--- src/design/dirty_rect_coalescer_core_assert.svh ---
// Assertion macros for the dirty rectangle coalescer.
// Included by the modules that carry concurrent checks; uses clk_i and rst_ni.
`ifndef DIRTY_RECT_COALESCER_CORE_ASSERT_SVH
`define DIRTY_RECT_COALESCER_CORE_ASSERT_SVH

`ifndef ASSERT_OFF

// Property must hold at every clock edge outside reset.
`define DRC_ASSERT(label, prop, msg) \
  label: assert property (@(posedge clk_i) disable iff (!rst_ni) (prop)) \
    else $error(msg);

// Expression must never be true outside reset.
`define DRC_ASSERT_NEVER(label, expr, msg) \
  label: assert property (@(posedge clk_i) disable iff (!rst_ni) !(expr)) \
    else $error(msg);

`else

`define DRC_ASSERT(label, prop, msg)
`define DRC_ASSERT_NEVER(label, expr, msg)

`endif

`endif

--- src/design/drc_pkg.sv ---
// Package for the dirty rectangle coalescer: sizes, codes, rectangle type
// and the overlap / bounding box helpers. No dependencies.
`timescale 1ns / 1ps

package drc_pkg;

  localparam int MAX_RECTS  = 32;
  localparam int COORD_BITS = 12;
  localparam int CNT_W      = $clog2(MAX_RECTS + 1);
  localparam int CFG_W      = 13;
  localparam int IN_W       = 16;
  localparam int IN_DATA_W  = 4 * IN_W;
  localparam int OUT_W      = ((4 * COORD_BITS + 7) / 8) * 8;
  // signed working width for clamping, holds 2^COORD_BITS and any input
  localparam int CLAMP_W    = 18;

  localparam logic [CFG_W-1:0]   WIDTH_RESET  = CFG_W'(480);
  localparam logic [CFG_W-1:0]   HEIGHT_RESET = CFG_W'(320);
  localparam logic [CLAMP_W-1:0] RES_LIMIT    = CLAMP_W'(1 << COORD_BITS);

  typedef enum logic {
    CFG_SCREEN_WIDTH  = 1'b0,
    CFG_SCREEN_HEIGHT = 1'b1
  } cfg_idx_e;

  typedef enum logic {
    REQ_ADD   = 1'b0,
    REQ_DRAIN = 1'b1
  } req_e;

  typedef enum logic [1:0] {
    ST_IDLE,
    ST_WALK,
    ST_FIX,
    ST_DRAIN
  } state_e;

  typedef struct packed {
    logic [COORD_BITS-1:0] y2;
    logic [COORD_BITS-1:0] x2;
    logic [COORD_BITS-1:0] y1;
    logic [COORD_BITS-1:0] x1;
  } rect_t;

  // Inclusive bounds: overlap when at least one pixel is shared
  function automatic logic overlaps(rect_t a, rect_t b);
    return (a.x1 <= b.x2) && (b.x1 <= a.x2) && (a.y1 <= b.y2) && (b.y1 <= a.y2);
  endfunction

  function automatic rect_t unite(rect_t a, rect_t b);
    rect_t r;
    r.x1 = (a.x1 < b.x1) ? a.x1 : b.x1;
    r.y1 = (a.y1 < b.y1) ? a.y1 : b.y1;
    r.x2 = (a.x2 > b.x2) ? a.x2 : b.x2;
    r.y2 = (a.y2 > b.y2) ? a.y2 : b.y2;
    return r;
  endfunction

endpackage

--- src/design/drc_clamp.sv ---
// Clamps an incoming rectangle to the screen and flags it when empty.
// Depends on drc_pkg.
`timescale 1ns / 1ps

module drc_clamp import drc_pkg::*; (
  input  logic signed [IN_W-1:0]  left_i,
  input  logic signed [IN_W-1:0]  top_i,
  input  logic signed [IN_W-1:0]  right_i,
  input  logic signed [IN_W-1:0]  bottom_i,
  input  logic        [CFG_W-1:0] width_i,
  input  logic        [CFG_W-1:0] height_i,
  output rect_t                   rect_o,
  output logic                    empty_o
);

  logic signed [CLAMP_W-1:0] l, t, r, b;
  logic        [CLAMP_W-1:0] w_ext, h_ext, w_lim, h_lim;
  logic signed [CLAMP_W-1:0] w_max, h_max;
  logic signed [CLAMP_W-1:0] x1, y1, x2, y2;

  // sign extend the inputs
  assign l = {{(CLAMP_W-IN_W){left_i[IN_W-1]}},   left_i};
  assign t = {{(CLAMP_W-IN_W){top_i[IN_W-1]}},    top_i};
  assign r = {{(CLAMP_W-IN_W){right_i[IN_W-1]}},  right_i};
  assign b = {{(CLAMP_W-IN_W){bottom_i[IN_W-1]}}, bottom_i};

  // resolution limited to the coordinate range; zero gives a max of -1
  assign w_ext = {{(CLAMP_W-CFG_W){1'b0}}, width_i};
  assign h_ext = {{(CLAMP_W-CFG_W){1'b0}}, height_i};
  assign w_lim = (w_ext > RES_LIMIT) ? RES_LIMIT : w_ext;
  assign h_lim = (h_ext > RES_LIMIT) ? RES_LIMIT : h_ext;
  assign w_max = $signed(w_lim) - $signed(CLAMP_W'(1));
  assign h_max = $signed(h_lim) - $signed(CLAMP_W'(1));

  // clamp
  assign x1 = l[CLAMP_W-1] ? '0 : l;
  assign y1 = t[CLAMP_W-1] ? '0 : t;
  assign x2 = (r < w_max) ? r : w_max;
  assign y2 = (b < h_max) ? b : h_max;

  assign empty_o   = (x2 < x1) || (y2 < y1);
  assign rect_o.x1 = x1[COORD_BITS-1:0];
  assign rect_o.y1 = y1[COORD_BITS-1:0];
  assign rect_o.x2 = x2[COORD_BITS-1:0];
  assign rect_o.y2 = y2[COORD_BITS-1:0];

endmodule

--- src/design/drc_cell.sv ---
// One storage cell of the rectangle ring: holds a rectangle and takes its
// neighbor's value when enabled. Depends on drc_pkg.
`timescale 1ns / 1ps

module drc_cell import drc_pkg::*; (
  input  logic  clk_i,
  input  logic  en_i,
  input  rect_t rect_i,
  output rect_t rect_o
);

  rect_t rect_q, rect_d;

  assign rect_d = en_i ? rect_i : rect_q;

  always_ff @(posedge clk_i) begin
    rect_q <= rect_d;
  end

  assign rect_o = rect_q;

endmodule

--- src/design/dirty_rect_coalescer_core.sv ---
// Dirty rectangle coalescer: a ring of MAX_RECTS cells rotates past one
// compare/merge head. An add word is accepted and clamped in idle, then the
// whole ring rotates once through the head, and a fixup state bumps the
// count after an append or loads the collapsed box when the add neither
// merged nor appended. An add that clamps to nothing stays in idle. A drain
// loads one word per stored rectangle into the output register, rotating the
// ring each time the output register is free (empty or m_axis_tready high).
// An empty drain loads its single word at the accept edge. A new word is
// taken only in idle, and only while the output register is empty or being
// emptied. The head is the only access point to the table. Depends on
// drc_pkg, drc_cell, drc_clamp and dirty_rect_coalescer_core_assert.svh.
`timescale 1ns / 1ps
`include "dirty_rect_coalescer_core_assert.svh"

module dirty_rect_coalescer_core import drc_pkg::*; (
  input  logic                 clk_i,
  input  logic                 rst_ni,
  // configuration write port
  input  logic                 cfg_we_i,
  input  logic                 cfg_idx_i,
  input  logic [CFG_W-1:0]     cfg_wdata_i,
  // request stream
  input  logic                 s_axis_tvalid,
  output logic                 s_axis_tready,
  input  logic [IN_DATA_W-1:0] s_axis_tdata,  // left, top, right, bottom
  input  logic                 s_axis_tuser,  // req_type
  // result stream
  output logic                 m_axis_tvalid,
  input  logic                 m_axis_tready,
  output logic [OUT_W-1:0]     m_axis_tdata,  // out_left, out_top, out_right, out_bottom
  output logic                 m_axis_tlast,  // is_last
  output logic                 m_axis_tuser   // none_dirty
);

  state_e           state_q, state_d;
  logic [CFG_W-1:0] width_q, height_q;
  logic [CNT_W-1:0] count_q, count_d;
  logic [CNT_W-1:0] k_q, k_d;
  logic             merged_q, merged_d;
  logic             appended_q, appended_d;
  rect_t            a_q, a_d;
  rect_t            acc_q, acc_d;
  logic             out_valid_q, out_valid_d;
  rect_t            out_rect_q, out_rect_d;
  logic             out_last_q, out_last_d;
  logic             out_none_q, out_none_d;

  rect_t                 cell_in  [MAX_RECTS];
  rect_t                 cell_out [MAX_RECTS];
  logic [MAX_RECTS-1:0]  cell_en;
  rect_t                 head, head_fb;
  rect_t                 clamp_rect;
  logic                  clamp_empty;

  logic in_acc, out_free, valid_head, hit, app, walk_end, drain_end;
  logic shift, fix_load, load_out;

  // clamp the incoming word
  drc_clamp u_clamp (
    .left_i   (s_axis_tdata[IN_W-1:0]),
    .top_i    (s_axis_tdata[2*IN_W-1:IN_W]),
    .right_i  (s_axis_tdata[3*IN_W-1:2*IN_W]),
    .bottom_i (s_axis_tdata[4*IN_W-1:3*IN_W]),
    .width_i  (width_q),
    .height_i (height_q),
    .rect_o   (clamp_rect),
    .empty_o  (clamp_empty)
  );

  // ring of cells: cell i takes cell i+1, the last takes the head feedback
  for (genvar i = 0; i < MAX_RECTS; i++) begin : g_cell
    rect_t nxt;
    if (i == MAX_RECTS - 1) begin : g_tail
      assign nxt = head_fb;
    end else begin : g_mid
      assign nxt = cell_out[i+1];
    end
    if (i == 0) begin : g_head
      assign cell_in[i] = (state_q == ST_FIX) ? acc_q : nxt;
    end else begin : g_body
      assign cell_in[i] = nxt;
    end
    drc_cell u_cell (
      .clk_i  (clk_i),
      .en_i   (cell_en[i]),
      .rect_i (cell_in[i]),
      .rect_o (cell_out[i])
    );
  end

  assign head    = cell_out[0];
  assign cell_en = {MAX_RECTS{shift}} | MAX_RECTS'(fix_load);

  // head compare: first overlap merges, the free slot after the entries appends
  assign out_free   = !out_valid_q || m_axis_tready;
  assign in_acc     = s_axis_tvalid && s_axis_tready;
  assign valid_head = k_q < count_q;
  assign hit        = (state_q == ST_WALK) && valid_head && !merged_q && overlaps(head, a_q);
  assign app        = (state_q == ST_WALK) && (k_q == count_q) && !merged_q;
  assign head_fb    = hit ? unite(head, a_q) : (app ? a_q : head);
  assign walk_end   = k_q == CNT_W'(MAX_RECTS - 1);
  assign drain_end  = (k_q + CNT_W'(1)) == count_q;

  // next state
  always_comb begin
    state_d = state_q;
    case (state_q)
      ST_IDLE: begin
        if (in_acc) begin
          if (req_e'(s_axis_tuser) == REQ_DRAIN) begin
            if (count_q != '0) state_d = ST_DRAIN;
          end else if (!clamp_empty) begin
            state_d = ST_WALK;
          end
        end
      end
      ST_WALK:  if (walk_end) state_d = ST_FIX;
      ST_FIX:   state_d = ST_IDLE;
      ST_DRAIN: if (out_free && drain_end) state_d = ST_IDLE;
      default:  state_d = ST_IDLE;
    endcase
  end

  // control outputs
  always_comb begin
    s_axis_tready = 1'b0;
    shift         = 1'b0;
    fix_load      = 1'b0;
    load_out      = 1'b0;
    case (state_q)
      ST_IDLE: begin
        s_axis_tready = out_free;
        load_out      = in_acc && (req_e'(s_axis_tuser) == REQ_DRAIN) && (count_q == '0);
      end
      ST_WALK:  shift = 1'b1;
      ST_FIX:   fix_load = !merged_q && !appended_q;
      ST_DRAIN: begin
        shift    = out_free;
        load_out = out_free;
      end
      default: ;
    endcase
  end

  // datapath next values
  always_comb begin
    count_d     = count_q;
    k_d         = k_q;
    merged_d    = merged_q;
    appended_d  = appended_q;
    a_d         = a_q;
    acc_d       = acc_q;
    out_rect_d  = out_rect_q;
    out_last_d  = out_last_q;
    out_none_d  = out_none_q;
    out_valid_d = out_valid_q;
    if (out_valid_q && m_axis_tready) out_valid_d = 1'b0;
    case (state_q)
      ST_IDLE: begin
        k_d        = '0;
        merged_d   = 1'b0;
        appended_d = 1'b0;
        a_d        = clamp_rect;
        acc_d      = clamp_rect;
      end
      ST_WALK: begin
        k_d = k_q + CNT_W'(1);
        if (hit) merged_d = 1'b1;
        if (app) appended_d = 1'b1;
        if (valid_head) acc_d = unite(acc_q, head);
      end
      ST_FIX: begin
        if (fix_load) count_d = CNT_W'(1);
        else if (appended_q) count_d = count_q + CNT_W'(1);
      end
      ST_DRAIN: begin
        if (out_free) begin
          k_d = k_q + CNT_W'(1);
          if (drain_end) count_d = '0;
        end
      end
      default: ;
    endcase
    if (load_out) begin
      out_valid_d = 1'b1;
      if (state_q == ST_DRAIN) begin
        out_rect_d = head;
        out_last_d = drain_end;
        out_none_d = 1'b0;
      end else begin
        out_rect_d = '0;
        out_last_d = 1'b1;
        out_none_d = 1'b1;
      end
    end
  end

  // control registers
  always_ff @(posedge clk_i or negedge rst_ni) begin
    if (!rst_ni) begin
      state_q     <= ST_IDLE;
      count_q     <= '0;
      k_q         <= '0;
      merged_q    <= 1'b0;
      appended_q  <= 1'b0;
      out_valid_q <= 1'b0;
      width_q     <= WIDTH_RESET;
      height_q    <= HEIGHT_RESET;
    end else begin
      state_q     <= state_d;
      count_q     <= count_d;
      k_q         <= k_d;
      merged_q    <= merged_d;
      appended_q  <= appended_d;
      out_valid_q <= out_valid_d;
      if (cfg_we_i) begin
        case (cfg_idx_e'(cfg_idx_i))
          CFG_SCREEN_WIDTH:  width_q  <= cfg_wdata_i;
          CFG_SCREEN_HEIGHT: height_q <= cfg_wdata_i;
          default: ;
        endcase
      end
    end
  end

  // payload registers
  always_ff @(posedge clk_i) begin
    a_q        <= a_d;
    acc_q      <= acc_d;
    out_rect_q <= out_rect_d;
    out_last_q <= out_last_d;
    out_none_q <= out_none_d;
  end

  assign m_axis_tvalid = out_valid_q;
  assign m_axis_tdata  = OUT_W'({out_rect_q.y2, out_rect_q.x2, out_rect_q.y1, out_rect_q.x1});
  assign m_axis_tlast  = out_last_q;
  assign m_axis_tuser  = out_none_q;

  // checks
  `DRC_ASSERT_NEVER(a_count_range, count_q > CNT_W'(MAX_RECTS), "entry count above table size")
  `DRC_ASSERT_NEVER(a_merge_or_append, merged_q && appended_q, "add both merged and appended")
  `DRC_ASSERT(a_drain_done, (state_q == ST_DRAIN) && out_free && drain_end |=> (count_q == '0) && (state_q == ST_IDLE), "drain end did not clear the table")
  `DRC_ASSERT(a_count_change, !$stable(count_q) |-> ($past(state_q) == ST_FIX) || ($past(state_q) == ST_DRAIN), "entry count changed outside fixup or drain")
  `DRC_ASSERT(a_none_last, m_axis_tvalid && m_axis_tuser |-> m_axis_tlast, "empty-table word without last flag")

endmodule
--- config.mk ---
export PLATFORM = sky130hd
export DESIGN_NAME = dirty_rect_coalescer_core
export DESIGN_NICKNAME = d
export VERILOG_FILES = /design/src/design/drc_pkg.sv /design/src/design/drc_clamp.sv /design/src/design/drc_cell.sv /design/src/design/dirty_rect_coalescer_core.sv
export VERILOG_INCLUDE_DIRS = /design/src /design/src/design
export SDC_FILE = /design/constraint.sdc
export NUM_CORES = 2
export LEC_CHECK = 0
export BUFFER_PORTS_ARGS = -buffer_cell sky130_fd_sc_hd__buf_4
export CORE_MARGIN = 2
export CORE_UTILIZATION = 50
export DETAILED_ROUTE_END_ITERATION = 16
export GPL_ROUTABILITY_DRIVEN = 0
export HOLD_SLACK_MARGIN = 0.1
export PLACE_DENSITY = 0.65
export REMOVE_ABC_BUFFERS = 1
export SETUP_SLACK_MARGIN = 0.02
export SLEW_MARGIN = 20
export SYNTH_ARGS = -nofsm -noshare
export SYNTH_HDL_FRONTEND = slang
export SYNTH_SLANG_ARGS = --single-unit
--- constraint.sdc ---
create_clock -name clk_i -period 64.6 [get_ports clk_i]
set_clock_uncertainty 0.1 [all_clocks]
set_input_delay 12.92 -clock clk_i [delete_from_list [all_inputs] [get_ports clk_i]]
set_output_delay 12.92 -clock clk_i [all_outputs]
set_load 0.005 [all_outputs]
==> results.cfg <==
[status]
status = complete, no violations

[clock_tree]
clock_latency_ns = 0.78
hold_buffers = 0
cts-root-buf = clkbuf_16
numClockSinks = 1725
cts_buffers = 168
cts-resized-gates = 0
cts_tree = done
cts_max_level = 4
cts_buffer_depth = 3
path_clk_slew_ns = 0.07
post_cts_buffers = 0

[layout]
area_delta_synth_final_pct = 14.19
n_fill_cell = 8833
final_area_sq_mm = 0.06920
regArea_sq_mm = 0.05159
nNetsFinal = 3568
layout-drive-gt1-share_pct = 15.97
multi_input_area_sq_mm = 0.008320
final_util_pct = 57.61

[synth]
ys_async_sr_fraction_pct = 2.493
syn_inst = 2978
syn_area_sq_mm = 0.06060
yosysWarningCount = 0
synth_most_common_cell = edfxtp_1
synth_largest_area_cell = edfxtp_1
ys_seq_elements = 1725
synth_commonest_cells = 1682 x edfxtp_1, 216 x ha_1, 161 x inv_1
synthTopCellsByArea = edfxtp_1 83%, ha_1 4.5%, mux2_2 1.8%
ys.flop_type = edfxtp_1
post_synth_num_cell_types = 60
synth_edf_count = 1682
synth_top_cell_area_share_pct = 83.35
avgSynthCellArea_sq_um = 20.35
synth-seq-area-share_pct = 85.13

[sta]
rsz0062_at_grt = no
timing.final.crit_period_ns = 26.60
tightest_slew_ns = 1.116
slew_headroom_pct = 25.57
fin_tns_setup_ns = 0
hold_viol_final = 0
max_freq_ghz = 0.03760
setup_viol = 0
layout_setup_ws_ns = 38.00
report.final.slew_viol_count = 0
period_share_pct = 41.17

[global_routing]
overflow = 0
track_usage_pct = 16.99
antenna_found_initial = 9
grt_pass1_wl_microns = 159700
grt_start_max_net_pins = 208
grt_pass1_vias = 26260

[drt]
drt-wirelength-per-cell_microns = 21.10
post_drt_via_cell_ratio = 5.346
dr_total_vias = 26890
wl_microns = 106100
first_pass_iters = 6
dr.first_iter.drc_count = 2875
drc = 0
ant_nets = 0

[worst_setup_path]
crit_required_ns = 51.58
critPathKind = primary input to output port
cp-start-kind = primary input
arrival_ns = 13.58
cp_max_fo = 4
crit_path_end_kind = output port

[die]
io_pins = 136
die-area_sq_mm = 0.1240
die_y_microns = 352.1
start_util_pct = 50.45
placementRows = 127
core_area_sq_mm = 0.1201
die_w_microns = 352.1

[power]
power.density_mw_per_mm2 = 56.12
max-vdd-ir-drop_mv = 0.05294
power_uw = 3883
p_leak_uw = 0.02459

[place]
io_buffers = 135
place_area_sq_mm = 0.06377
dpl_worst_slack_ns = 38.00
hpwl_microns = 65710

[job]
cap_violations = 0

[hold_path]
hold_class = register to register
## metal layers
metal / track usage (%) / part of all wire, % / vias to the layer above
li1: - / - / 12160
met1: 27.67 / 49 / 13710
met2: 22.29 / 41 / 827
met3: 3.974 / 7.1 / 191
met4: 5.795 / 2.5 / 8
met5: 0 / 0.052 / -
## power by group
part	internal [uW]	total, uW	switching, uW
clock	539	953	414
sequential	2060	2240	176
combinational	187	689	502
## registers in the layout (all words and copies together) (netlist names), 2 cells and up
name,flops
m_axis_tdata,48
height_q,13
acc_q,48
g_cell.u_cell.rect_o,1536
count_q,6
a_q,48
width_q,13
state_q,2
k_q,6
## through the flow
| stage | instances | hold WS (ns) |
|---|---|---|
| after floorplan | 2935 | 0.3003 |
| after global placement | 4710 | 0.3014 |
| after detailed placement | 4710 | 0.3045 |
| after CTS | 5025 | 0.3067 |
| after global routing | 5025 | 0.3066 |
| final | 5030 | 0.3013 |
## cell usage in the layout (no fill, tap or decap), drive strengths merged, types with 6 or more instances in the layout
cell type | synthesis | final
nor2 | 101 | 101
a21oi | 56 | 56
clkinv | 0 | 71
a21o | 52 | 52
inv | 161 | 175
nand4 | 35 | 35
a211o | 6 | 6
mux2i | 55 | 55
o2111ai | 7 | 7
clkbuf | 34 | 213
a31oi | 6 | 6
dfstp | 6 | 6
nor4 | 7 | 7
o31ai | 8 | 8
bufinv | 0 | 10
nand2b | 53 | 53
edfxtp | 1682 | 1682
or2 | 8 | 8
mux2 | 97 | 97
xor2 | 6 | 6
nor3 | 17 | 17
o211ai | 6 | 6
dfrtp | 37 | 37
a211oi | 7 | 7
nor2b | 24 | 24
buf | 9 | 163
o21ai | 111 | 111
ha | 216 | 216
a2111oi | 7 | 7
xnor2 | 11 | 11
nand2 | 85 | 85
clkinvlp | 0 | 7
nand3 | 17 | 17
## worst max-delay path, stage by stage
cell,delay (ns)
buf_4,0.11
nand2b_1,0.19
and2_1,0.21
buf_4,0.14
## final timing paths
kind                                                    from                            to  slack (ns)  cells past startpoint
worst min register to register  g_cell[29].u_cell.rect_o[12]  g_cell[28].u_cell.rect_o[12]        0.30                      0
worst max-delay path                           m_axis_tready                 s_axis_tready       38.00                      4
worst min-delay path            g_cell[29].u_cell.rect_o[12]  g_cell[28].u_cell.rect_o[12]        0.30                      0
min in group asynchronous                             rst_ni                 m_axis_tvalid       12.05                      1
worst max register to register                   height_q[5]                    state_q[1]       57.48                     25
max in group asynchronous                             rst_ni                  height_q[10]       51.90                      1
## cell families (layout without fill, tap and decap cells)
| logic type | after synthesis | after routing | share of synthesized area (%) |
|---|---|---|---|
| other cells | 0 | 5 | 0 |
| mux | 152 | 152 | 2.711 |
| fa+ha+maj | 216 | 216 | 4.460 |
| flops | 1725 | 1725 | 85.13 |
| xor+xnor | 17 | 17 | 0.2457 |
| compound gates | 297 | 297 | 3.103 |
| simple gates | 367 | 367 | 3.070 |
| buf+inv | 204 | 639 | 1.276 |
## layout make-up
class / instances / area share [%]
Multi-Input combinational cell: 1049 / 12.02
Sequential cell: 1725 / 74.55
Clock buffer: 213 / 6.513
Tap cell: 1612 / 2.915
Inverter: 161 / 0.8733
Antenna cell: 5 / 0.01808
Timing Repair Buffer: 163 / 1.821
Clock inverter: 102 / 1.284
(Power assumes the default switching activity.)
